File: src/hw/rtl/hrbp_pkg.sv
// Package for the HTTP request byte parser: phase codes, result struct, helpers.
// No dependencies.
`timescale 1ns / 1ps
package hrbp_pkg;
    localparam logic [3:0] PH_METHOD  = 4'd0;
    localparam logic [3:0] PH_PATH    = 4'd1;
    localparam logic [3:0] PH_QUERY   = 4'd2;
    localparam logic [3:0] PH_VERSION = 4'd3;
    localparam logic [3:0] PH_HEADER  = 4'd4;
    localparam logic [3:0] PH_BODY    = 4'd5;
    localparam logic [3:0] PH_CHUNKED = 4'd6;
    localparam logic [3:0] PH_DONE    = 4'd7;
    localparam logic [3:0] PH_ERROR   = 4'd8;

    localparam logic [1:0] CK_SIZE    = 2'd0;
    localparam logic [1:0] CK_DATA    = 2'd1;
    localparam logic [1:0] CK_TRAILER = 2'd2;

    localparam logic [1:0] ERR_NONE   = 2'd0;
    localparam logic [1:0] ERR_SIZE   = 2'd1;
    localparam logic [1:0] ERR_LENGTH = 2'd2;

    localparam logic [2:0] PART_FRAME   = 3'd0;
    localparam logic [2:0] PART_METHOD  = 3'd1;
    localparam logic [2:0] PART_PATH    = 3'd2;
    localparam logic [2:0] PART_QUERY   = 3'd3;
    localparam logic [2:0] PART_VERSION = 3'd4;
    localparam logic [2:0] PART_HNAME   = 3'd5;
    localparam logic [2:0] PART_HVALUE  = 3'd6;
    localparam logic [2:0] PART_BODY    = 3'd7;

    localparam int LEN_TE = 17;
    localparam int LEN_CL = 14;
    localparam int LEN_CK = 7;
    localparam logic [31:0] MAX_BODY_RESET = 32'd1048576;

    typedef struct packed {
        logic [7:0] byte_out;
        logic [2:0] part;
        logic       field_end;
        logic       headers_done;
        logic       request_done;
        logic [1:0] error_code;
    } t_result;

    function automatic logic [7:0] te_char(input logic [4:0] i);
        case (i)
            5'd0: te_char = "t";   5'd1: te_char = "r";   5'd2: te_char = "a";
            5'd3: te_char = "n";   5'd4: te_char = "s";   5'd5: te_char = "f";
            5'd6: te_char = "e";   5'd7: te_char = "r";   5'd8: te_char = "-";
            5'd9: te_char = "e";   5'd10: te_char = "n";  5'd11: te_char = "c";
            5'd12: te_char = "o";  5'd13: te_char = "d";  5'd14: te_char = "i";
            5'd15: te_char = "n";  5'd16: te_char = "g";
            default: te_char = 8'h00;
        endcase
    endfunction

    function automatic logic [7:0] cl_char(input logic [4:0] i);
        case (i)
            5'd0: cl_char = "c";   5'd1: cl_char = "o";   5'd2: cl_char = "n";
            5'd3: cl_char = "t";   5'd4: cl_char = "e";   5'd5: cl_char = "n";
            5'd6: cl_char = "t";   5'd7: cl_char = "-";   5'd8: cl_char = "l";
            5'd9: cl_char = "e";   5'd10: cl_char = "n";  5'd11: cl_char = "g";
            5'd12: cl_char = "t";  5'd13: cl_char = "h";
            default: cl_char = 8'h00;
        endcase
    endfunction

    function automatic logic [7:0] ck_char(input logic [2:0] i);
        case (i)
            3'd0: ck_char = "c";  3'd1: ck_char = "h";  3'd2: ck_char = "u";
            3'd3: ck_char = "n";  3'd4: ck_char = "k";  3'd5: ck_char = "e";
            3'd6: ck_char = "d";
            default: ck_char = 8'h00;
        endcase
    endfunction
endpackage

File: src/hw/rtl/hrbp_if.sv
// Valid/ready channel interfaces for the parser's input and output.
// No dependencies.
`timescale 1ns / 1ps
interface hrbp_in_if;
    logic       valid;
    logic       ready;
    logic       command;
    logic [7:0] data_byte;
    modport source (output valid, command, data_byte, input ready);
    modport sink   (input valid, command, data_byte, output ready);
endinterface

interface hrbp_out_if;
    logic       valid;
    logic       ready;
    logic [7:0] byte_out;
    logic [2:0] part;
    logic       field_end;
    logic       headers_done;
    logic       request_done;
    logic [1:0] error_code;
    modport source (output valid, byte_out, part, field_end, headers_done, request_done,
                    error_code, input ready);
    modport sink   (input valid, byte_out, part, field_end, headers_done, request_done,
                    error_code, output ready);
endinterface

File: src/hw/rtl/hrbp_core.sv
// Parser state and one-byte next-state logic; produces one result per transfer.
// Depends on hrbp_pkg.
`timescale 1ns / 1ps
module hrbp_core #(
    parameter int COUNT_WIDTH = 32
) (
    input  logic                 i_clk,
    input  logic                 i_rst_n,
    input  logic                 i_step,
    input  logic                 i_command,
    input  logic [7:0]           i_data_byte,
    input  logic [31:0]          i_max_body,
    output hrbp_pkg::t_result    o_result
);
    import hrbp_pkg::*;

    localparam logic [COUNT_WIDTH-1:0] CNT_MAX = '1;
    localparam logic [COUNT_WIDTH-1:0] HEX_LIM = CNT_MAX >> 4;
    localparam logic [COUNT_WIDTH-1:0] DEC_LIM = CNT_MAX / 10;
    localparam logic [3:0] DEC_REM = 4'(CNT_MAX % 10);
    localparam int MW = (COUNT_WIDTH > 32) ? COUNT_WIDTH : 32;

    logic [3:0]             r_phase, n_phase;
    logic [1:0]             r_ck, n_ck;
    logic                   r_fcr, n_fcr, r_line, n_line, r_colon, n_colon;
    logic [4:0]             r_npos, n_npos;
    logic [3:0]             r_nflg, n_nflg;
    logic [COUNT_WIDTH-1:0] r_vacc, n_vacc;
    logic [1:0]             r_vds, n_vds;
    logic [2:0]             r_cpos, n_cpos;
    logic                   r_lpres, n_lpres, r_lval, n_lval, r_chk, n_chk;
    logic [COUNT_WIDTH-1:0] r_len, n_len, r_body, n_body, r_hacc, n_hacc, r_crem, n_crem;
    logic [1:0]             r_hds, n_hds;

    logic [7:0] c, lc;
    logic       ws, dig, ishex;
    logic [3:0] dval, hval;
    logic [MW-1:0] len_w, body_w, max_w;
    logic [COUNT_WIDTH-1:0] body_inc;

    assign c   = i_data_byte;
    assign lc  = (c >= "A" && c <= "Z") ? c + 8'd32 : c;
    assign ws  = (c == " ") || (c == 8'h09);
    assign dig = (c >= "0") && (c <= "9");
    assign dval = 4'(c - "0");
    assign len_w  = MW'(r_len);
    assign body_w = MW'(r_body);
    assign max_w  = MW'(i_max_body);
    assign body_inc = r_body + 1'b1;

    always_comb begin
        ishex = 1'b1;
        hval  = 4'd0;
        if (dig) begin
            hval = dval;
        end else if (c >= "a" && c <= "f") begin
            hval = 4'(c - "a" + 8'd10);
        end else if (c >= "A" && c <= "F") begin
            hval = 4'(c - "A" + 8'd10);
        end else begin
            ishex = 1'b0;
        end
    end

    always_comb begin
        n_phase = r_phase; n_ck = r_ck; n_fcr = r_fcr; n_line = r_line;
        n_colon = r_colon; n_npos = r_npos; n_nflg = r_nflg; n_vacc = r_vacc;
        n_vds = r_vds; n_cpos = r_cpos; n_lpres = r_lpres; n_lval = r_lval;
        n_chk = r_chk; n_len = r_len; n_body = r_body; n_hacc = r_hacc;
        n_hds = r_hds; n_crem = r_crem;
        o_result = '0;
        o_result.byte_out = c;
        if (i_command) begin
            o_result = '0;
            n_phase = PH_METHOD; n_ck = CK_SIZE; n_fcr = 1'b0; n_line = 1'b0;
            n_colon = 1'b0; n_npos = '0; n_nflg = '0; n_vacc = '0; n_vds = '0;
            n_cpos = '0; n_lpres = 1'b0; n_lval = 1'b0; n_chk = 1'b0; n_len = '0;
            n_body = '0; n_hacc = '0; n_hds = '0; n_crem = '0;
        end else begin
            case (r_phase)
                PH_METHOD: begin
                    if (c == " ") begin
                        o_result.field_end = 1'b1; n_phase = PH_PATH;
                    end else o_result.part = PART_METHOD;
                end
                PH_PATH: begin
                    if (c == " ") begin
                        o_result.field_end = 1'b1; n_phase = PH_VERSION;
                    end else if (c == "?") begin
                        o_result.field_end = 1'b1; n_phase = PH_QUERY;
                    end else o_result.part = PART_PATH;
                end
                PH_QUERY: begin
                    if (c == " ") begin
                        o_result.field_end = 1'b1; n_phase = PH_VERSION;
                    end else o_result.part = PART_QUERY;
                end
                PH_VERSION: begin
                    if (c == 8'h0A) begin
                        o_result.field_end = 1'b1; n_phase = PH_HEADER;
                        n_line = 1'b0; n_colon = 1'b0; n_npos = '0; n_nflg = '0;
                        n_vacc = '0; n_vds = '0; n_cpos = '0;
                    end else if (c != 8'h0D) o_result.part = PART_VERSION;
                end
                PH_HEADER: begin
                    if (c == 8'h0D) begin
                    end else if (c == 8'h0A) begin
                        n_line = 1'b0; n_colon = 1'b0; n_npos = '0; n_nflg = '0;
                        n_vacc = '0; n_vds = '0; n_cpos = '0;
                        if (r_line) begin
                            o_result.field_end = 1'b1;
                            if (r_colon && r_nflg[0]) n_chk = (r_cpos >= 3'(LEN_CK));
                            if (r_colon && r_nflg[1]) begin
                                n_lpres = 1'b1; n_len = r_vacc;
                                n_lval = (r_vds == 2'd1) || (r_vds == 2'd2);
                            end
                        end else begin
                            o_result.headers_done = 1'b1;
                            if (r_chk) begin
                                n_phase = PH_CHUNKED; n_ck = CK_SIZE; n_hacc = '0;
                                n_hds = '0; n_crem = '0; n_fcr = 1'b0;
                            end else if (r_lpres) begin
                                if (!r_lval) begin
                                    o_result.error_code = ERR_LENGTH; n_phase = PH_ERROR;
                                end else if (len_w > max_w) begin
                                    o_result.error_code = ERR_SIZE; n_phase = PH_ERROR;
                                end else if (r_len != '0) begin
                                    n_body = '0; n_phase = PH_BODY;
                                end else begin
                                    o_result.request_done = 1'b1; n_phase = PH_DONE;
                                end
                            end else begin
                                o_result.request_done = 1'b1; n_phase = PH_DONE;
                            end
                        end
                    end else begin
                        n_line = 1'b1;
                        if (!r_colon) begin
                            if (c == ":") begin
                                n_nflg = {2'b00,
                                          !r_nflg[1] && (r_npos == 5'(LEN_CL)),
                                          !r_nflg[0] && (r_npos == 5'(LEN_TE))};
                                n_colon = 1'b1;
                            end else begin
                                o_result.part = PART_HNAME;
                                if (ws) begin
                                    if (r_npos != '0) n_nflg[2] = 1'b1;
                                end else begin
                                    if (r_nflg[2]) n_nflg[1:0] = 2'b11;
                                    else begin
                                        if (r_npos >= 5'(LEN_TE) || lc != te_char(r_npos))
                                            n_nflg[0] = 1'b1;
                                        if (r_npos >= 5'(LEN_CL) || lc != cl_char(r_npos))
                                            n_nflg[1] = 1'b1;
                                    end
                                    if (r_npos < 5'd31) n_npos = r_npos + 5'd1;
                                end
                            end
                        end else begin
                            o_result.part = PART_HVALUE;
                            if (r_nflg[0] && r_cpos < 3'(LEN_CK)) begin
                                if (c == ck_char(r_cpos)) n_cpos = r_cpos + 3'd1;
                                else n_cpos = (c == "c") ? 3'd1 : 3'd0;
                            end
                            if (r_nflg[1]) begin
                                case (r_vds)
                                    2'd0: begin
                                        if (dig) begin
                                            n_vacc = COUNT_WIDTH'(dval); n_vds = 2'd1;
                                        end else if (!ws) n_vds = 2'd3;
                                    end
                                    2'd1: begin
                                        if (dig) begin
                                            if (r_vacc > DEC_LIM ||
                                                (r_vacc == DEC_LIM && dval > DEC_REM))
                                                n_vacc = CNT_MAX;
                                            else
                                                n_vacc = (r_vacc << 3) + (r_vacc << 1)
                                                         + COUNT_WIDTH'(dval);
                                        end else n_vds = ws ? 2'd2 : 2'd3;
                                    end
                                    2'd2: if (!ws) n_vds = 2'd3;
                                    default: ;
                                endcase
                            end
                        end
                    end
                end
                PH_BODY: begin
                    if (body_w >= max_w) begin
                        o_result.error_code = ERR_SIZE; n_phase = PH_ERROR;
                    end else begin
                        o_result.part = PART_BODY;
                        n_body = body_inc;
                        if (body_inc >= r_len) begin
                            o_result.request_done = 1'b1; n_phase = PH_DONE;
                        end
                    end
                end
                PH_CHUNKED: begin
                    if (r_ck == CK_DATA) begin
                        o_result.part = PART_BODY;
                        if (r_crem <= COUNT_WIDTH'(1)) begin
                            n_crem = '0; n_ck = CK_SIZE;
                        end else n_crem = r_crem - 1'b1;
                    end else if (r_ck == CK_TRAILER) begin
                        if (c == 8'h0D) n_fcr = 1'b1;
                        else if (c == 8'h0A) begin
                            if (r_fcr && !r_line) begin
                                o_result.request_done = 1'b1; n_phase = PH_DONE;
                            end
                            n_line = 1'b0; n_fcr = 1'b0;
                        end else begin
                            n_line = 1'b1; n_fcr = 1'b0;
                        end
                    end else begin
                        if (c == 8'h0D) begin
                        end else if (c == 8'h0A) begin
                            if (r_hds == 2'd3) begin
                                o_result.error_code = ERR_LENGTH; n_phase = PH_ERROR;
                            end else if (r_hds != 2'd0) begin
                                if (r_hacc == '0) begin
                                    n_ck = CK_TRAILER; n_fcr = 1'b0; n_line = 1'b0;
                                end else begin
                                    n_crem = r_hacc; n_ck = CK_DATA;
                                end
                            end
                            n_hacc = '0; n_hds = '0;
                        end else if (r_hds == 2'd0) begin
                            if (ishex) begin
                                n_hacc = COUNT_WIDTH'(hval); n_hds = 2'd1;
                            end else n_hds = 2'd3;
                        end else if (r_hds == 2'd1) begin
                            if (ishex) n_hacc = (r_hacc > HEX_LIM) ? CNT_MAX
                                               : ((r_hacc << 4) | COUNT_WIDTH'(hval));
                            else n_hds = 2'd2;
                        end
                    end
                end
                default: ;
            endcase
        end
    end

    always_ff @(posedge i_clk) begin
        if (!i_rst_n) begin
            r_phase <= PH_METHOD; r_ck <= CK_SIZE; r_fcr <= 1'b0; r_line <= 1'b0;
            r_colon <= 1'b0; r_npos <= '0; r_nflg <= '0; r_vacc <= '0; r_vds <= '0;
            r_cpos <= '0; r_lpres <= 1'b0; r_lval <= 1'b0; r_chk <= 1'b0; r_len <= '0;
            r_body <= '0; r_hacc <= '0; r_hds <= '0; r_crem <= '0;
        end else if (i_step) begin
            r_phase <= n_phase; r_ck <= n_ck; r_fcr <= n_fcr; r_line <= n_line;
            r_colon <= n_colon; r_npos <= n_npos; r_nflg <= n_nflg; r_vacc <= n_vacc;
            r_vds <= n_vds; r_cpos <= n_cpos; r_lpres <= n_lpres; r_lval <= n_lval;
            r_chk <= n_chk; r_len <= n_len; r_body <= n_body; r_hacc <= n_hacc;
            r_hds <= n_hds; r_crem <= n_crem;
        end
    end
endmodule

File: src/hw/rtl/hrbp_out_reg.sv
// Output result register with a skid stage so the input can take one more result under stall.
// Depends on hrbp_pkg.
`timescale 1ns / 1ps
module hrbp_out_reg (
    input  logic              i_clk,
    input  logic              i_rst_n,
    input  logic              i_valid,
    output logic              o_ready,
    input  hrbp_pkg::t_result i_data,
    output logic              o_valid,
    input  logic              i_ready,
    output hrbp_pkg::t_result o_data
);
    import hrbp_pkg::*;

    logic    r_valid, r_skid_valid;
    t_result r_data, r_skid;

    assign o_ready = !r_skid_valid;
    assign o_valid = r_valid;
    assign o_data  = r_data;

    always_ff @(posedge i_clk) begin
        if (!i_rst_n) begin
            r_valid <= 1'b0;
            r_skid_valid <= 1'b0;
        end else begin
            if (!r_valid || i_ready) begin
                r_valid <= r_skid_valid || i_valid;
                r_skid_valid <= 1'b0;
            end else if (i_valid && o_ready) begin
                r_skid_valid <= 1'b1;
            end
        end
    end

    always_ff @(posedge i_clk) begin
        if (!r_valid || i_ready) begin
            r_data <= r_skid_valid ? r_skid : i_data;
        end else if (i_valid && o_ready) begin
            r_skid <= i_data;
        end
    end
endmodule

File: src/hw/rtl/http_request_byte_parser_top.sv
// Throughput: 1 byte per cycle while the output is not stalled; results are registered.
// The next state and the result are computed combinationally from registered state.
// A two-entry output stage keeps input ready while one result waits.
// Reset (i_rst_n low, synchronous) clears parser state and sets the body limit to 1048576.
// Top level of the HTTP request byte parser; depends on hrbp_pkg, hrbp_if,
// hrbp_core and hrbp_out_reg.
`timescale 1ns / 1ps
module http_request_byte_parser_top #(
    parameter int COUNT_WIDTH = 32
) (
    input  logic        i_clk,
    input  logic        i_rst_n,
    input  logic        i_cfg_we,
    input  logic [31:0] i_cfg_wdata,
    hrbp_in_if.sink     i_in,
    hrbp_out_if.source  o_out
);
    import hrbp_pkg::*;

    logic [31:0] r_max_body;
    logic        step;
    t_result     result, out_data;

    always_ff @(posedge i_clk) begin
        if (!i_rst_n) r_max_body <= MAX_BODY_RESET;
        else if (i_cfg_we) r_max_body <= i_cfg_wdata;
    end

    assign step = i_in.valid && i_in.ready;

    hrbp_core #(.COUNT_WIDTH(COUNT_WIDTH)) u_core (
        .i_clk(i_clk), .i_rst_n(i_rst_n), .i_step(step),
        .i_command(i_in.command), .i_data_byte(i_in.data_byte),
        .i_max_body(r_max_body), .o_result(result)
    );

    hrbp_out_reg u_out (
        .i_clk(i_clk), .i_rst_n(i_rst_n),
        .i_valid(i_in.valid), .o_ready(i_in.ready), .i_data(result),
        .o_valid(o_out.valid), .i_ready(o_out.ready), .o_data(out_data)
    );

    assign o_out.byte_out     = out_data.byte_out;
    assign o_out.part         = out_data.part;
    assign o_out.field_end    = out_data.field_end;
    assign o_out.headers_done = out_data.headers_done;
    assign o_out.request_done = out_data.request_done;
    assign o_out.error_code   = out_data.error_code;
endmodule

File: src/flat_wrapper.sv
// flat-port wrapper written by rule: the top's interface ports become plain ports
module http_request_byte_parser_top_flat import hrbp_pkg::*;
#(
    parameter int COUNT_WIDTH = 32
)
  (i_clk, i_rst_n, i_cfg_we, i_cfg_wdata, i_in_valid, i_in_command, i_in_data_byte, i_in_ready, o_out_valid, o_out_byte_out, o_out_part, o_out_field_end, o_out_headers_done, o_out_request_done, o_out_error_code, o_out_ready);
  hrbp_in_if i_in_i ();
  hrbp_out_if o_out_i ();
  input  logic i_clk;
  input  logic i_rst_n;
  input  logic i_cfg_we;
  input  logic [31:0] i_cfg_wdata;
  input wire logic [$bits(i_in_i.valid)-1:0] i_in_valid;
  input wire logic [$bits(i_in_i.command)-1:0] i_in_command;
  input wire logic [$bits(i_in_i.data_byte)-1:0] i_in_data_byte;
  output wire logic [$bits(i_in_i.ready)-1:0] i_in_ready;
  output wire logic [$bits(o_out_i.valid)-1:0] o_out_valid;
  output wire logic [$bits(o_out_i.byte_out)-1:0] o_out_byte_out;
  output wire logic [$bits(o_out_i.part)-1:0] o_out_part;
  output wire logic [$bits(o_out_i.field_end)-1:0] o_out_field_end;
  output wire logic [$bits(o_out_i.headers_done)-1:0] o_out_headers_done;
  output wire logic [$bits(o_out_i.request_done)-1:0] o_out_request_done;
  output wire logic [$bits(o_out_i.error_code)-1:0] o_out_error_code;
  input wire logic [$bits(o_out_i.ready)-1:0] o_out_ready;
  assign i_in_i.valid = i_in_valid;
  assign i_in_i.command = i_in_command;
  assign i_in_i.data_byte = i_in_data_byte;
  assign i_in_ready = i_in_i.ready;
  assign o_out_valid = o_out_i.valid;
  assign o_out_byte_out = o_out_i.byte_out;
  assign o_out_part = o_out_i.part;
  assign o_out_field_end = o_out_i.field_end;
  assign o_out_headers_done = o_out_i.headers_done;
  assign o_out_request_done = o_out_i.request_done;
  assign o_out_error_code = o_out_i.error_code;
  assign o_out_i.ready = o_out_ready;
  http_request_byte_parser_top #(.COUNT_WIDTH(COUNT_WIDTH)) u_core (.i_clk(i_clk), .i_rst_n(i_rst_n), .i_cfg_we(i_cfg_we), .i_cfg_wdata(i_cfg_wdata), .i_in(i_in_i), .o_out(o_out_i));
endmodule
File: config.mk
export PLATFORM = sky130hd
export DESIGN_NAME = http_request_byte_parser_top_flat
export DESIGN_NICKNAME = d
export VERILOG_FILES = /design/src/hw/rtl/hrbp_pkg.sv /design/src/hw/rtl/hrbp_if.sv /design/src/hw/rtl/hrbp_core.sv /design/src/hw/rtl/hrbp_out_reg.sv /design/src/hw/rtl/http_request_byte_parser_top.sv /design/src/flat_wrapper.sv
export SDC_FILE = /design/constraint.sdc
export NUM_CORES = 1
export LEC_CHECK = 0
export BUFFER_PORTS_ARGS = -buffer_cell sky130_fd_sc_hd__buf_2
export CORE_MARGIN = 5
export CORE_UTILIZATION = 45
export DETAILED_ROUTE_END_ITERATION = 6
export HOLD_SLACK_MARGIN = 0.02
export PLACE_DENSITY = 0.66
export SLEW_MARGIN = 25
export SYNTH_ARGS = -nofsm -noshare
export SYNTH_HDL_FRONTEND = slang
export SYNTH_HIERARCHICAL = 1
export SYNTH_SLANG_ARGS = --single-unit
File: constraint.sdc
create_clock -name i_clk -period 4.5 [get_ports i_clk]
set_input_delay 0.45 -clock i_clk [delete_from_list [all_inputs] [get_ports i_clk]]
set_output_delay 0.45 -clock i_clk [all_outputs]
set_load 0.1 [all_outputs]
# --- Yosys cells after proc, flatten, opt, wreduce, memory -nomap -nowiden ---
# Memories as Yosys holds them, arrays and structs flattened. A register that Yosys moved wholly into a read port is not among the register bits.
# Cells that the tools add are included.
# W data, S select, Z words.
totals:
  register_bits: 253
  latchBits: 0
  ramBits: 0
  rom_bits: 336
  out_inout_bits: 18
  memories: 2
memory_table:
  columns: ["name", "depth", "width", "rd", "rd_clocked_by_memory_dff", "write_ports", "line", "text"]
  rows:
  - ["(name not given)", 32, 7, 1, 1, 0, "hrbp_pkg.sv:47", "case (i)"]
  - ["(name not given)", 16, 7, 1, 1, 0, "hrbp_pkg.sv:59", "case (i)"]
op_classes:
  add_sub_neg: 12
  multipliers: 0
  div_mod_pow: 0
  magnitude_cmp: 19
  eq_ne: 87
  shift: 0
  n_mux: 271
  bitwise: 3
  reduce_logical: 63
ops:
  columns: ["cell", "count"]
  rows:
  - ["$mux W32", 48]
  - ["$pmux W32 S2", 5]
  - ["$mux W8", 27]
  - ["$mux W4", 29]
  - ["$ne A4 B4 Y1 const B", 23]
  - ["$mux W2", 42]
  - ["$mux W1", 70]
  - ["$mux W3", 23]
  - ["$ge A32 B32 Y1", 2]
  - ["$mux W5", 11]
  - ["$ne A3 B3 Y1 const B", 17]
  - ["$ne A5 B5 Y1 const B", 10]
  - ["$pmux W7 S7", 1]
  - ["$reduce_and A12 Y1", 4]
  - ["$add A32 B1 Y32 const B", 1]
  - ["$add A32 B32 Y32", 1]
  - ["$add A32 B4 Y32", 1]
  - ["$eq A32 B29 Y1 const B", 1]
  - ["$gt A32 B28 Y1 const B", 1]
  - ["$gt A32 B29 Y1 const B", 1]
  - ["$gt A32 B32 Y1", 1]
  - ["$le A32 B1 Y1 const B", 1]
  - ["$logic_not A32 Y1", 1]
  - ["$or A32 B4 Y32", 1]
  - ["69 further kinds", 133]

# --- Longest topological paths before layout ---
depth:
  word_depth: 20
  mapped_depth: 18
  mapped_depth_nobuf: 17

# --- Modules after synthesis ---
# The synthesis kept the hierarchy.
modules_own_cells:
  columns: ["mod", "instances", "cells_each", "area_each_um2", "seq_area_each_um2"]
  rows:
  - ["hrbp_core", 1, 2062, 15884.0, 4023.9]
  - ["hrbp_out_reg", 1, 58, 1282.5, 1001.0]
  - ["http_request_byte_parser_top", 1, 104, 1247.4, 640.6]

# --- Worst setup path before layout ---
# OpenSTA, ideal clock, no wires.
synth_path:
  path_kind: "reg-to-reg"
  start: "reg u_core.u_core.r_body[0], in the netlist u_core/u_core/body_w[0]"
  end: "reg u_core.u_out.r_data, in the netlist u_core/u_out/o_data[2] (data pin)"
  setup_ns: 0.260
  t_arrival_ns: 3.386
  path_slack_ns: 0.854
  path_stages_with_launch: 18
  path_buffers: 1
  path_cell_list: "dfxtp_1 ha_1 and3_1 and2_1 clkbuf_1 nand3_1 nor3_1 nand2_1 xnor2_1 ha_1 a21o_1 a21oi_1 o21ai_0 a221oi_1 o41ai_1 nand3b_1 a21oi_1 mux2_2"
synth_lines:
  columns: ["element", "line", "text"]
  rows:
  - ["start, declared", "hrbp_core.sv:32", "logic [COUNT_WIDTH-1:0] r_len, n_len, r_body, n_body, r_hacc, n_hacc, r_crem, n_crem;"]
  - ["start signal, assigned", "hrbp_core.sv:255", "r_chk <= n_chk; r_len <= n_len; r_body <= n_body; r_hacc <= n_hacc;"]
  - ["end signal, assigned", "hrbp_out_reg.sv:39", "r_data <= r_skid_valid ? r_skid : i_data;"]
  - ["end, declared", "hrbp_out_reg.sv:17", "t_result r_data, r_skid;"]

# --- Worst setup path after layout ---
layout_path:
  start: "reg u_core.u_core.r_body[2], in the netlist u_core/u_core/body_w[2]"
  end: "reg u_core.u_core.r_phase[2]"
layout_via:
  elab_chain_cells: 4
  elab_cells_between_ends: 8
  cone_classes: "add/sub: 1; order compare: 2; eq/ne: 1; mux: 3; reduce/logical: 1"
layout_lines:
  columns: ["element", "line", "text"]
  rows:
  - ["$add A32 B1 Y32 / $ge A32 B32 Y1 (equally long branches)", "hrbp_core.sv:49, hrbp_core.sv:190", null]
  - ["$ge A32 B32 Y1 / $mux W4 (equally long branches)", "hrbp_core.sv:195, hrbp_core.sv:190", null]
  - ["$ne A4 B4 Y1 (no line) / $pmux W4 S7 (equally long branches)", null, null]
  - ["$reduce_and A15 Y1 (no line) / $mux W4 (equally long branches)", null, null]
  - ["end signal, assigned", "hrbp_core.sv:252", "r_phase <= n_phase; r_ck <= n_ck; r_fcr <= n_fcr; r_line <= n_line;"]
  - ["end, declared", "hrbp_core.sv:23", "logic [3:0] r_phase, n_phase;"]
# Parallel ways exist; a longest one is shown, timed or not.
# A chain may end at the register's enable or synchronous reset.

==> metrics.md <==
| Metric | Value |
|---|---|
| Final Setup Violations | `0` |
| Hold path start | `i_cfg_wdata[20]` |
| Antenna Cells | `0` |
| Die ar. | `~45000 sq um` |
| Crit end category | `flop` |
| Initial drt markers | `~1500` |
| Detailed-route via count | `16795` |
| Max Cap Viol | `0` |
| FF/Latch Area | `about 5700 sq um` |
| I/O pin count | `between 60 and 70` |
| Pin count of the biggest net entering global routing | `81` |
| Final routed DRC violation total | `0` |
| Initial antenna violation count | `2` |
| First-pass GRT wire length | `between 80000 and 90000 um` |
| CTS sink cnt | `267` |
| Ys async rst share | `0` |
| WS Path Type | `flop to flop` |
| Post-synth EDFFs | `32` |
| GR Util All Layers | `0.2233` |
| Cts bufs inserted | `31` |
| R2R Path Start | `u_core/u_core/body_w[2]$_SDFFE_PN0P_` |
| Crit path launch type | `flop` |
| Reg2Reg Depth | `16` |
| Starting Density | `0.4530` |
| Share of cells above drive strength 1 | `0.09809` |
| CP max FO | `7` |
| Worst path cell trace | `and3_1, and4_1, nand4_1, or2_2, nor2_1, nand3_1, xnor2_1, ha_1, nand4_1, nor2_1, and2_0, a221oi_1, o41ai_1, buf_4, o31a_1, o32ai_1` |
| Die W | `~210 um` |
| Wire per inst | `~19 um` |
| Worst-margin pin slew | `1.014 ns` |
| CTS clk-pin slew, worst paths | `roughly 0.060 ns` |
| Number of global-route vias before repair | `around 16000` |
| Area of the multi-input gates | `approximately 12000 sq um` |
| Hold path endpoint | `u_core/r_max_body[20]$_SDFFE_PN1P_` |
| CP bufs+invs | `1` |
| TritonRoute pass-1 iters | `6` |
| Synthesized area per cell | `between 8 and 9 sq um` |
| DP HPWL | `approximately 37000 um` |
| Post-synthesis sequential area ratio | `0.3077` |
| Syn Inst Count | `around 2200` |
| Slew Limit Fails | `0` |
| Fillers | `a little under 4000` |
| WL final | `a little over 50000 um` |
| Clock Skew | `roughly 0.014 ns` |
| Crit-path leading delay family | `simple AND/OR/NAND/NOR gates` |
| Vias per cell | `6.031` |
| Slowest stage delay, CP | `~0.43 ns` |
| FMAX | `0.2477 GHz` |
| Min cycle time layout | `roughly 4.0 ns` |
| Hold_buf cts | `0` |
| Worst-case clock buffer depth | `3` |
| Lkg Pwr | `about 8.0 nW` |
| Fin nets | `about 2500` |
| Row count | `74` |
| Slew HR | `0.3242` |
| Layout Utilization | `0.4979` |
| PortBufs | `between 60 and 70` |
| Most common cell after layout, fill and taps aside | `dfxtp_1` |
| CP max-delay cell | `dfxtp_1` |
| Final hold slack | `roughly 0.09 ns` |
| R2r setup slk | `about 0.46 ns` |
| Setup_tns | `0 ns` |
| Later-pin clock latency in the skew report | `0.58 ns` |
| Antenna viol nets, final | `0` |
| CTS root buf | `clkbuf_16` |
| Number of synthesized register bits | `267` |
| Yosys cell types | `slightly above 100` |
| Final period util | `0.8971` |
| Hold Path Cell Cnt | `3` |
| RSZ-0062 raised after global routing | `false` |
| YS warnings | `6` |
| Area of the core | `roughly 41000 sq um` |
| Gr ovfl total | `0` |
| Power per cell area | `288.1 nW/um^2` |
| Worst IR Drop VDD | `0.2862 mV` |
| R2r endpoint | `u_core/u_core/r_phase[2]$_SDFFE_PN0P_` |
| Status | `finished, final reports clean` |
| Syn-to-layout area delta | `9.900%` |
| Worst path required time | `roughly 5 ns` |
| Die height | `roughly 210 um` |
| Main flop type after synthesis | `dfxtp_1` |
| GPL Wtd Cong | `0.9148` |
| Synthesized Nets | `2458` |
| Most frequent cells in the layout | `dfxtp_1 (235), a21oi_1 (215), nand2_1 (213), ha_1 (186), nor2_1 (152)` |
| Final Hold Viols | `0` |
| Critical path arrival | `4.51 ns` |
| CTS tree | `built` |
| H-tree Lvls | `1` |
| Worst hold path class | `primary input to flop` |
| Post-Syn Area | `18410 sq um` |
[per-stage QoR]
step	power [mW]	std cells	cell area [sq um]	worst slack, ns
after detailed placement	3.120	2729	19110	0.4550
after CTS	5.881	2785	20230	0.4641
final	5.830	2785	20240	0.4630
after floorplan	2.967	2224	18410	0.8539
after global placement	3.109	2729	19110	0.5789
after global routing	6.048	2785	20240	0.1180
[sequential cells by signal, summed over array words and instances, names as in the netlist, 3 cells and up, named ones only]
| register | flops |
|---|---|
| u_core/u_core/len_w | 32 |
| u_core/u_core/r_npos | 5 |
| u_core/u_core/body_w | 32 |
| u_core/u_core/r_phase | 4 |
| u_core/u_core/r_crem | 32 |
| u_core/u_core/r_cpos | 3 |
| u_core/u_core/r_hacc | 32 |
| u_core/u_out/r_skid | 16 |
| u_core/r_max_body | 32 |
| u_core/u_out/o_data | 16 |
| u_core/u_core/r_vacc | 32 |
| u_core/u_core/r_nflg | 3 |
[final cells by class]
cell class,count,share of cell area
clock buffers,39,0.04328
clock inverters,17,0.01224
inverters,111,0.02096
multi-input cells,1720,0.5811
flip-flops and latches,267,0.2800
well taps,532,0.03289
repair buffers,99,0.02955
[report_power, final]
group | total, mW | leakage, nW | internal, mW | switching, mW
Sequential | 2.48 | 2.23 | 2.45 | 0.0296
Combinational | 0.594 | 5.23 | 0.177 | 0.417
Clock | 2.75 | 0.550 | 1.71 | 1.04
[how the worst max path moves through the flow]
| stage | start | endpoint | slack, ns | depth (start not counted) |
|---|---|---|---|---|
| finish | u_core/u_core/body_w[2]$_SDFFE_PN0P_ | u_core/u_core/r_phase[2]$_SDFFE_PN0P_ | 0.46 | 16 |
| global route | u_core/u_core/body_w[2]$_SDFFE_PN0P_ | u_core/u_core/r_phase[2]$_SDFFE_PN0P_ | 0.12 | 16 |
| CTS | u_core/u_core/body_w[0]$_SDFFE_PN0P_ | u_core/u_core/r_phase[2]$_SDFFE_PN0P_ | 0.46 | 16 |
| detailed placement | u_core/u_core/body_w[0]$_SDFFE_PN0P_ | u_core/u_core/r_phase[2]$_SDFFE_PN0P_ | 0.45 | 16 |
| global placement | u_core/u_core/body_w[0]$_SDFFE_PN0P_ | u_core/u_out/o_data[2]$_DFFE_PP_ | 0.58 | 17 |
| floorplan | u_core/u_core/body_w[0]$_SDFFE_PN0P_ | u_core/u_out/o_data[2]$_DFFE_PP_ | 0.85 | 17 |
[repair_timing]
| item | 4_1_cts | 5_1_grt |
|---|---|---|
| setup endpoints to repair | 0 | 1 |
| resized for setup | 0 | 1 |
| setup buffers | 0 | 0 |
| hold endpoints to repair | 0 | 0 |
[per-layer routing]
| layer | GRT usage | vias to the layer above | share of wire |
|---|---|---|---|
| met4 | 0.05231 | 4 | 0.018 |
| met3 | 0.03187 | 72 | 0.076 |
| met1 | 0.3303 | 7936 | 0.47 |
| li1 | - | 8177 | - |
| met2 | 0.3462 | 606 | 0.44 |
| met5 | 0 | - | 0.00060 |
[cells by family after synthesis]
family,Yosys count,share of synthesized area
AOI/OAI and AO/OA,598,0.2094
xor gates and xnor gates,94,0.04614
adders and majority gates,188,0.1286
buffers and inverters,237,0.05640
DFF,267,0.3077
muxes,62,0.03628
and+or+nand+nor,778,0.2155
[worst register-to-register path, delay by kind of cell (launching register included)]
kind	cells	cell delay, ns
DFF	1	0.43
AOI/OAI and AO/OA	4	0.97
buffers and inverters	1	0.16
xor gates and xnor gates	1	0.17
adders and majority gates	1	0.30
and+or+nand+nor	9	1.92
[synthesized netlist by cell type (16+ instances only)]
cell type | n | area [sq um]
a211oi_1 | 20 | 150.1
nor4_1 | 30 | 187.7
o211ai_1 | 41 | 307.8
nor2b_1 | 48 | 300.3
nand2_1 | 213 | 799.5
xor2_1 | 30 | 262.8
mux2i_1 | 45 | 450.4
nand4_1 | 87 | 544.3
o21ai_0 | 104 | 520.5
clkbuf_1 | 91 | 341.6
edfxtp_1 | 32 | 960.9
xnor2_1 | 62 | 543.0
a21oi_1 | 216 | 1081
nand2b_1 | 16 | 100.1
dfxtp_1 | 235 | 4705
inv_1 | 108 | 405.4
buf_2 | 20 | 100.1
a21o_1 | 39 | 292.8
a31oi_1 | 19 | 118.9
nand3_1 | 72 | 360.4
ha_1 | 186 | 2327
nor3_1 | 53 | 265.3
nor2_1 | 152 | 570.6
(Power assumes the default switching activity.)
